<file path="config.mk">
export PLATFORM = sky130hd
export DESIGN_NAME = midi_track_event_parser
export DESIGN_NICKNAME = d
export VERILOG_FILES = /design/src/sv/mtep_pkg.sv /design/src/sv/mtep_step.sv /design/src/sv/midi_track_event_parser.sv
export SDC_FILE = /design/constraint.sdc
export NUM_CORES = 1
export LEC_CHECK = 0
export ABC_CLOCK_PERIOD_IN_PS = 13400
export BUFFER_PORTS_ARGS = -buffer_cell sky130_fd_sc_hd__buf_4
export CORE_MARGIN = 5
export CORE_UTILIZATION = 45
export DETAILED_ROUTE_END_ITERATION = 12
export PLACE_DENSITY_LB_ADDON = 0.3
export SLEW_MARGIN = 20
export SYNTH_ARGS = -nofsm -noshare
export SYNTH_HDL_FRONTEND = slang
export SYNTH_SLANG_ARGS = --single-unit
</file>
<file path="constraint.sdc">
create_clock -name i_clk -period 13.4 [get_ports i_clk]
set_clock_uncertainty 0.15 [all_clocks]
set_input_delay 1.34 -clock i_clk [delete_from_list [all_inputs] [get_ports i_clk]]
set_output_delay 1.34 -clock i_clk [all_outputs]
set_load 0.1 [all_outputs]
</file>
<file path="src/sv/mtep_pkg.sv">
// ----------------------------------------------------------------------------
// mtep_pkg
// Types and codes shared by the MIDI track event parser and its checker.
// ----------------------------------------------------------------------------
package mtep_pkg;

    // Event kinds on the result item
    localparam logic [3:0] K_NOTEOFF   = 4'd0;
    localparam logic [3:0] K_NOTEON    = 4'd1;
    localparam logic [3:0] K_SYSEX     = 4'd7;
    localparam logic [3:0] K_META      = 4'd8;
    localparam logic [3:0] K_END       = 4'd9;
    localparam logic [3:0] K_ERROR     = 4'd10;

    localparam logic [7:0] META_END_OF_TRACK = 8'h2F;
    localparam logic [7:0] STATUS_SYSEX      = 8'hF0;
    localparam logic [7:0] STATUS_SYSEX_ESC  = 8'hF7;
    localparam logic [7:0] STATUS_META       = 8'hFF;
    localparam logic [3:0] HI_PROGRAM        = 4'hC;
    localparam logic [3:0] HI_PRESSURE       = 4'hD;

    typedef enum logic [3:0] {
        PH_DELTA,
        PH_DELTA_MORE,
        PH_STATUS,
        PH_D1,
        PH_D2,
        PH_SYSLEN,
        PH_SKIP,
        PH_METATYPE,
        PH_METALEN
    } t_phase;

    typedef struct packed {
        logic [7:0] data_byte;
        logic       start_of_track;
        logic       last_of_track;
    } t_in_item;

    typedef struct packed {
        logic [3:0]  event_kind;
        logic [3:0]  channel;
        logic [7:0]  first_data;
        logic [7:0]  second_data;
        logic [7:0]  payload_length;
        logic [31:0] event_time;
    } t_out_item;

    typedef struct packed {
        t_phase      phase;
        logic [7:0]  running_status;
        logic [7:0]  current_status;
        logic [27:0] delta_acc;
        logic [31:0] tick;
        logic [7:0]  held_first;
        logic [7:0]  held_meta;
        logic [7:0]  skip;
        logic        ended;
    } t_state;

endpackage

</file>
<file path="src/sv/mtep_step.sv">
// ----------------------------------------------------------------------------
// mtep_step
// Next-state and result logic for one track byte.
// ----------------------------------------------------------------------------
module mtep_step (
    input  mtep_pkg::t_state    i_state,
    input  mtep_pkg::t_in_item  i_item,
    output mtep_pkg::t_state    o_state,
    output logic                o_res_valid,
    output mtep_pkg::t_out_item o_res
);

    mtep_pkg::t_state s;
    mtep_pkg::t_state ns;
    logic [7:0]       b;
    logic [27:0]      acc_new;
    logic             take_data;
    logic             in_d1;
    logic [7:0]       cs;
    logic [3:0]       kind;
    logic [7:0]       d1;
    logic [7:0]       d2;

    always_comb begin
        s = i_state;
        if (i_item.start_of_track) begin
            s = '0;
            s.phase = mtep_pkg::PH_DELTA;
        end
        b         = i_item.data_byte;
        ns        = s;
        acc_new   = '0;
        take_data = 1'b0;
        in_d1     = 1'b0;
        cs        = s.current_status;
        kind      = mtep_pkg::K_NOTEOFF;
        d1        = '0;
        d2        = '0;
        o_res_valid = 1'b0;
        o_res       = '0;

        if (!s.ended) begin
            case (s.phase)
                mtep_pkg::PH_DELTA, mtep_pkg::PH_DELTA_MORE: begin
                    if (s.phase == mtep_pkg::PH_DELTA) begin
                        acc_new = {21'd0, b[6:0]};
                    end else begin
                        acc_new = {s.delta_acc[20:0], b[6:0]};
                    end
                    if (b[7]) begin
                        ns.delta_acc = acc_new;
                        ns.phase     = mtep_pkg::PH_DELTA_MORE;
                    end else begin
                        ns.tick      = s.tick + {4'd0, acc_new};
                        ns.delta_acc = '0;
                        ns.phase     = mtep_pkg::PH_STATUS;
                    end
                end
                mtep_pkg::PH_STATUS: begin
                    if (!b[7]) begin
                        if (s.running_status == 8'd0) begin
                            o_res_valid = 1'b1;
                            o_res.event_kind = mtep_pkg::K_ERROR;
                            ns.phase = mtep_pkg::PH_DELTA;
                        end else begin
                            // running status: this byte is the first data byte
                            ns.current_status = s.running_status;
                            cs        = s.running_status;
                            take_data = 1'b1;
                            in_d1     = 1'b1;
                        end
                    end else begin
                        ns.current_status = b;
                        if (b[7:4] != 4'hF) begin
                            ns.running_status = b;
                            ns.phase = mtep_pkg::PH_D1;
                        end else begin
                            ns.running_status = '0;
                            if (b == mtep_pkg::STATUS_SYSEX || b == mtep_pkg::STATUS_SYSEX_ESC) begin
                                ns.phase = mtep_pkg::PH_SYSLEN;
                            end else if (b == mtep_pkg::STATUS_META) begin
                                ns.phase = mtep_pkg::PH_METATYPE;
                            end else begin
                                ns.phase = mtep_pkg::PH_DELTA;
                            end
                        end
                    end
                end
                mtep_pkg::PH_D1: begin
                    take_data = 1'b1;
                    in_d1     = 1'b1;
                end
                mtep_pkg::PH_D2: begin
                    take_data = 1'b1;
                end
                mtep_pkg::PH_SYSLEN: begin
                    o_res_valid = 1'b1;
                    o_res.event_kind     = mtep_pkg::K_SYSEX;
                    o_res.payload_length = b;
                    ns.skip  = b;
                    ns.phase = (b != 8'd0) ? mtep_pkg::PH_SKIP : mtep_pkg::PH_DELTA;
                end
                mtep_pkg::PH_SKIP: begin
                    ns.skip = s.skip - 8'd1;
                    if (ns.skip == 8'd0) begin
                        ns.phase = mtep_pkg::PH_DELTA;
                    end
                end
                mtep_pkg::PH_METATYPE: begin
                    ns.held_meta = b;
                    ns.phase     = mtep_pkg::PH_METALEN;
                end
                mtep_pkg::PH_METALEN: begin
                    o_res_valid = 1'b1;
                    o_res.first_data     = s.held_meta;
                    o_res.payload_length = b;
                    if (s.held_meta == mtep_pkg::META_END_OF_TRACK) begin
                        o_res.event_kind = mtep_pkg::K_END;
                        ns.ended = 1'b1;
                        ns.skip  = '0;
                        ns.phase = mtep_pkg::PH_DELTA;
                    end else begin
                        o_res.event_kind = mtep_pkg::K_META;
                        ns.skip  = b;
                        ns.phase = (b != 8'd0) ? mtep_pkg::PH_SKIP : mtep_pkg::PH_DELTA;
                    end
                end
                default: begin
                    ns.phase = mtep_pkg::PH_DELTA;
                end
            endcase

            if (take_data) begin
                if (in_d1 && cs[7:4] != mtep_pkg::HI_PROGRAM && cs[7:4] != mtep_pkg::HI_PRESSURE) begin
                    // two-byte message: hold the first byte
                    ns.held_first = b;
                    ns.phase      = mtep_pkg::PH_D2;
                end else begin
                    d1 = in_d1 ? b : s.held_first;
                    d2 = in_d1 ? 8'd0 : b;
                    kind = {1'b0, cs[6:4]};
                    if (kind == mtep_pkg::K_NOTEON && d2 == 8'd0) begin
                        kind = mtep_pkg::K_NOTEOFF;
                    end
                    o_res_valid = 1'b1;
                    o_res.event_kind  = kind;
                    o_res.channel     = cs[3:0];
                    o_res.first_data  = d1;
                    o_res.second_data = d2;
                    ns.phase = mtep_pkg::PH_DELTA;
                end
            end

            if (i_item.last_of_track) begin
                // a track cut short inside an event or delta reports an error in place of any event
                if (!ns.ended && ns.phase != mtep_pkg::PH_DELTA) begin
                    o_res_valid = 1'b1;
                    o_res = '0;
                    o_res.event_kind = mtep_pkg::K_ERROR;
                end
                ns.phase     = mtep_pkg::PH_DELTA;
                ns.skip      = '0;
                ns.delta_acc = '0;
                ns.ended     = 1'b1;
            end
        end

        o_res.event_time = ns.tick;
        o_state = ns;
    end

endmodule

</file>
<file path="src/sv/midi_track_event_parser.sv">
// ----------------------------------------------------------------------------
// midi_track_event_parser
// Parses standard MIDI file track data, one byte per item, into events.
// ----------------------------------------------------------------------------
// Takes one track byte every cycle and gives at most one event per byte.
// A byte is held in the input register, is decoded there against the parser
// state, and its event (if any) is written to the output register, from which
// it is offered to the consumer. Throughput is one byte per cycle; it drops
// only while the output register holds an event that the consumer has not
// yet taken. Raise start_of_track on the first byte of each track; after
// end-of-track or last_of_track bytes are ignored until then.
module midi_track_event_parser (
    input  logic                i_clk,
    input  logic                i_rst_n,
    input  logic                i_in_valid,
    output logic                o_in_ready,
    input  mtep_pkg::t_in_item  i_in_item,
    output logic                o_out_valid,
    input  logic                i_out_ready,
    output mtep_pkg::t_out_item o_out_item
);

    logic                r_in_vld;
    mtep_pkg::t_in_item  r_in;
    mtep_pkg::t_state    r_state;
    mtep_pkg::t_state    n_state;
    logic                r_out_vld;
    mtep_pkg::t_out_item r_out;
    logic                res_vld;
    mtep_pkg::t_out_item res;
    logic                adv;

    // advance the held byte once the result register can take its event
    assign adv        = r_in_vld && (!r_out_vld || i_out_ready);
    assign o_in_ready = !r_in_vld || adv;

    mtep_step u_step (
        .i_state     (r_state),
        .i_item      (r_in),
        .o_state     (n_state),
        .o_res_valid (res_vld),
        .o_res       (res)
    );

    always_ff @(posedge i_clk) begin
        if (!i_rst_n) begin
            r_in_vld  <= 1'b0;
            r_out_vld <= 1'b0;
            // all-zero state is the delta-time phase with everything cleared
            r_state   <= '0;
        end else begin
            if (o_in_ready) begin
                r_in_vld <= i_in_valid;
            end
            if (adv) begin
                r_state   <= n_state;
                r_out_vld <= res_vld;
            end else if (i_out_ready) begin
                r_out_vld <= 1'b0;
            end
        end
    end

    always_ff @(posedge i_clk) begin
        if (o_in_ready) begin
            r_in <= i_in_item;
        end
        if (adv && res_vld) begin
            r_out <= res;
        end
    end

    assign o_out_valid = r_out_vld;
    assign o_out_item  = r_out;

endmodule

</file>
# Word level (Yosys, flattened, before mapping)
# Index checks and enable logic that the tools add are counted.
# classes
n_addsub,2
eq_ne,16
n_mux,68
reduce_logical,22
# op_table
cell,n
two-way mux 105 bit,2
two-way mux 28 bit,5
two-way mux 64 bit,2
two-way mux 8 bit,14
two-way mux 60 bit,1
two-way mux 24 bit,2
two-way mux 4 bit,9
adder 32 x 28 -> 32 bit,1
two-way mux 32 bit,1
case mux 4 bit (7 select lines),1
== test 8 bit (second input constant),3
zero test 8 bit,3
case mux 8 bit (3 select lines),1
two-way mux 1 bit,17
== test 4 x 3 -> 1 bit (second input constant),4
two-way mux 16 bit,1
two-way mux 3 bit,5
two-way mux 12 bit,1
inequality test 4 bit (second input constant),3
case mux 4 bit (3 select lines),1
two-way mux 9 bit,1
== test 4 x 2 -> 1 bit (second input constant),2
== test 8 x 6 -> 1 bit (second input constant),1
nonzero test 8 bit,1
13 further kinds,26
# totals
ff_bits,181
output_inout_bits,66
word_cells,128

# Logic depth before layout (Yosys ltp)
# depth
depth_word,18
depth_mapped,16

# Modules after synthesis
# A second synthesis with hierarchy kept.
# unflattened
cells_unflattened,1347
area_unflattened_um2,11451.0
# by_module_without_submodules
module,n_inst,cells_per_inst,area_each_um2
midi_track_event_parser,1,541,6486.2
mtep_step,1,806,4964.8

# Least setup slack after synthesis
# OpenSTA, ideal clock, no wires.
# synth_path
path_type,register to register
startpoint,register r_in[1] (netlist name)
endpoint,"register r_out, in the netlist o_out_item[0], enable pin"
setup_time_ns,0.523
arrival_time_ns,6.001
required_ns,12.727
path_slack_ns,6.726
path_stages_with_launch,13
path_buffers,3
period_less_slack_ns,6.674
cell_sequence,edfxtp_1 -> clkbuf_1 -> buf_1 -> clkbuf_1 -> nor2b_1 -> inv_1 -> ha_1 -> o21ai_0 -> a211oi_1 -> o31ai_1 -> o2111ai_2 -> o41ai_4 -> a41oi_1
# synth_via
elab_chain_cells,18
word_cells_on_any_way,54
classes_between,add/sub (1); eq/ne (11); mux (30); reduce/logical (12)
# synth_rtl
element,line_no,source
from (decl),midi_track_event_parser.sv:24,mtep_pkg::t_in_item r_in;
from (signal assigned),midi_track_event_parser.sv:66,r_in <= i_in_item;
two-way mux 105 bit (*),mtep_step.sv:26,if (i_item.start_of_track) begin
"parallel branches: the longest is 15 deep, another holds subtractor 8 x 1 -> 8 bit",--,
two-way mux 1 bit (*),mtep_step.sv:42,if (!s.ended) begin
logical AND 1 bit (*),midi_track_event_parser.sv:68,if (adv && res_vld) begin
to (signal assigned),midi_track_event_parser.sv:69,r_out <= res;
to (decl),midi_track_event_parser.sv:28,mtep_pkg::t_out_item r_out;
# Mark *: on every way between the ends. The select of a mux whose other input is x is not followed.
# A chain may end at the register's enable or synchronous reset.

# Worst setup path after layout
# layout_path
startpoint,register r_in[1] (netlist name)
endpoint,"register r_out, in the netlist o_out_item[22], enable pin"
# Same word-level chain as after synthesis.

==> reports/metrics.cfg <==
[finish]
syn2layout_area_growth_pct = 13.1
multi_input_area_um2 = 5220
antenna_cells_inserted = 0
drive_above_1_share_pct = 12.7
nets = 1199
final_util_pct = 51.2
fill_cells = 2022
layout.area.seq_um2 = 4220

[cts]
cts_buffers = 17
cts_tree = built
clockBufferDepth = 2
cts_hold_buf = 0
cts.reportedPaths.clkPinSlew_ps = 70
cts-resized-gates = 0
postCtsSetupRepairBufs = 0
clock_sinks = 174
clock_latency_ps = 440
cts-root-buf = clkbuf_16
h-tree-depth = 4

[synth]
synthFlopType = dfxtp_1
yosysWarnings = 0
ys_types = 76
syn-cell-area_um2 = 9820
synthesis.nets = 1174
async_reset_ff_share_pct = 0
avgSynthCellArea_um2 = 8.70
synth_seq_cells = 174
synth-seq-area-share_pct = 43.0
synth_cells = 1129
synth_edf_count = 74

[floorplan]
row_count = 54
io_pins = 80
die_y_um = 158
coreArea_um2 = 21700
die_x_um = 158
start_util_pct = 45.3
die_area_um2 = 24900

[route]
drt_iter0_markers = 940
drt-pass1-iter-count = 6
wirelength_um = 27300
drtAntennaViolNets = 0
vias = 8770
viasPerCell = 6.06
drc_errors = 0
drt-wirelength-per-cell_um = 18.9

[power]
clkPwrFrac_pct = 39.7
pwr-share-comb_pct = 11.3
switching_share_pct = 27.8
power_density_nw_per_um2 = 106
p_int_w = 0.000850
p_leak_nw = 4.27
irDropWorstVdd_v = 0.0000911
power_frac_seq_pct = 49.0
power_w = 0.00118
p_sw_w = 0.000327

[min_path]
min_path_type = flip-flop to flip-flop
hold_depth = 2

[worst_setup_path]
cp_data_required_time_ps = 13370
startpoint = r_in[1]
path_buf_inv = 3
critPathArrivalTime_ps = 4970
crit_family = compound AO/OA/AOI/OAI gates
crit_path_top_delay_cell = o41ai_4
r2r_start = r_in[1]
path_depth = 12
cp_max_fo = 42
path_class = flip-flop to flip-flop
r2r_end = o_out_item[22]
crit_end = o_out_item[22]
cp-start-kind = flip-flop
cp_common_cell = buf_4
worstSetupEndpointType = flip-flop
path_cells = buf_4 -> clkinv_1 -> nand2_1 -> ha_1 -> nand3b_1 -> a211oi_1 -> o2111ai_1 -> o31ai_1 -> o2111ai_2 -> o41ai_4 -> a41oi_4 -> buf_4
worst_r2r_path_depth = 12
cpPeakStageDelay_ps = 560
r2r_setup_slack_ps = 8410

[sta]
worst_pin_slew_ps = 1000
maxSlewHeadroom_pct = 32.8
setup_viol = 0
period_minus_slack_ps = 4990
finalMaxSlewViolations = 0
worst_slack_ps = 8410
setup_tns_ps = 0
hold_viol_final = 0
period_share_pct = 37.2
rsz0062_at_grt = no
max_freq_ghz = 0.200

[placement]
place.gp.congestion = 0.969
preCtsSetupSlack_ps = 8470
place_hpwl_um = 18200
port_buffers = 79

[job]
drv_cap = 0

[status]
status = finished, final reports clean

[global_route]
grt_max_degree = 82
grt_pass1_wl_um = 43600
grt_pass1_vias = 8183
antenna_found_initial = 0
grt_usage_pct = 21.9
grt-ovfl-total = 0

logic make-up (layout without fill, tap and decap cells):
kind of cell	count (synthesis)	in the layout	synth area share [%]
mux	9	9	0.955
flops	174	174	43.0
fa+ha+maj	31	31	4.02
buf+inv	106	144	4.16
xor+xnor	16	16	1.43
compound gates	332	332	23.1
simple gates	461	461	23.4
per-stage QoR:
step	instance area [µm²]	hold WS, ps	instances
final	11100	301	1447
after global routing	11100	332	1447
after CTS	11100	302	1447
after detailed placement	10600	293	1415
after global placement	10500	288	1415
after floorplan	9820	282	1129
layout by cell type (no fill, tap or decap), types with 18 or more instances in the layout:
cell / count
dfxtp_1: 100
and3_1: 24
nand3_1: 31
inv_1: 19
a21o_1: 19
a21oi_1: 77
a22oi_1: 63
nor2b_1: 40
and2_1: 29
ha_1: 30
nor3_1: 20
edfxtp_1: 74
nand2_1: 99
o21ai_0: 61
clkbuf_16: 18
nor2_1: 139
buf_4: 91
sequential cells by signal, indices dropped and copies added, names as in the netlist:
register / count
r_in: 10
r_state: 98
r_in_vld: 1
o_out_item: 64
o_out_valid: 1
how the worst min path moves through the flow:
stage,startpoint,to,slack (ps)
6_report,r_state[33],r_state[33],300
3_3_place_gp,r_state[31],r_state[31],290
3_5_place_dp,r_state[33],r_state[33],290
4_1_cts,r_state[33],r_state[33],300
2_1_floorplan,r_state[27],r_state[27],280
5_1_grt,r_state[31],r_state[31],330
area by class of cell:
cell class                      count  area share [%]
Tap cell                          280            3.15
Inverter                           21           0.709
Clock buffer                       19            4.18
Sequential cell                   174            38.0
Multi-Input combinational cell    849            47.0
Clock inverter                     13           0.800
Timing Repair Buffer               91            6.15
worst register-to-register path, cell delays in order (launching register included):
cell	delay, ps
edfxtp_1	320
buf_4	270
clkinv_1	530
nand2_1	270
ha_1	300
nand3b_1	100
a211oi_1	220
o2111ai_1	130
o31ai_1	450
o2111ai_2	260
o41ai_4	560
a41oi_4	550
buf_4	530
cells in the mapped netlist, types with 8 or more instances:
library cell | count | area [µm²]
a22oi_1 | 63 | 473
inv_1 | 20 | 75.1
nor2b_1 | 41 | 257
a31oi_1 | 9 | 56.3
and2_1 | 29 | 181
a21o_1 | 19 | 143
nand2_1 | 99 | 372
nand4_1 | 8 | 50.1
nand3_1 | 31 | 155
or4_1 | 12 | 90.1
nor4_1 | 9 | 56.3
xnor2_1 | 8 | 70.1
buf_1 | 9 | 33.8
or3_1 | 11 | 68.8
o21a_1 | 9 | 67.6
nor3b_1 | 13 | 97.6
a21oi_1 | 78 | 390
nor3_1 | 20 | 100
nor2_1 | 140 | 526
o31ai_1 | 13 | 97.6
edfxtp_1 | 74 | 2220
ha_1 | 30 | 375
and3_1 | 24 | 150
o21ai_0 | 61 | 305
o211ai_1 | 13 | 97.6
clkbuf_1 | 72 | 270
a211oi_1 | 8 | 60.1
dfxtp_1 | 100 | 2000
xor2_1 | 8 | 70.1
routing by layer:
layer	track usage [%]	wire length, µm	part of all wire (%)
met1	30.2	12200	45
met2	35.2	12800	47
met3	3.61	1750	6.4
met4	7.13	563	2.1
met5	0	0	0
power groups by stage:
| stage | Clock (W) | Combinational [W] | Sequential (W) |
|---|---|---|---|
| after floorplan | 0 | 0.0000654 | 0.000619 |
| after global placement | 0 | 0.000131 | 0.000588 |
| after detailed placement | 0 | 0.000132 | 0.000588 |
| after CTS | 0.000474 | 0.000133 | 0.000577 |
| after global routing | 0.000498 | 0.000143 | 0.000578 |
| final | 0.000467 | 0.000133 | 0.000577 |
Note: power is estimated with default switching activity, not from simulation.
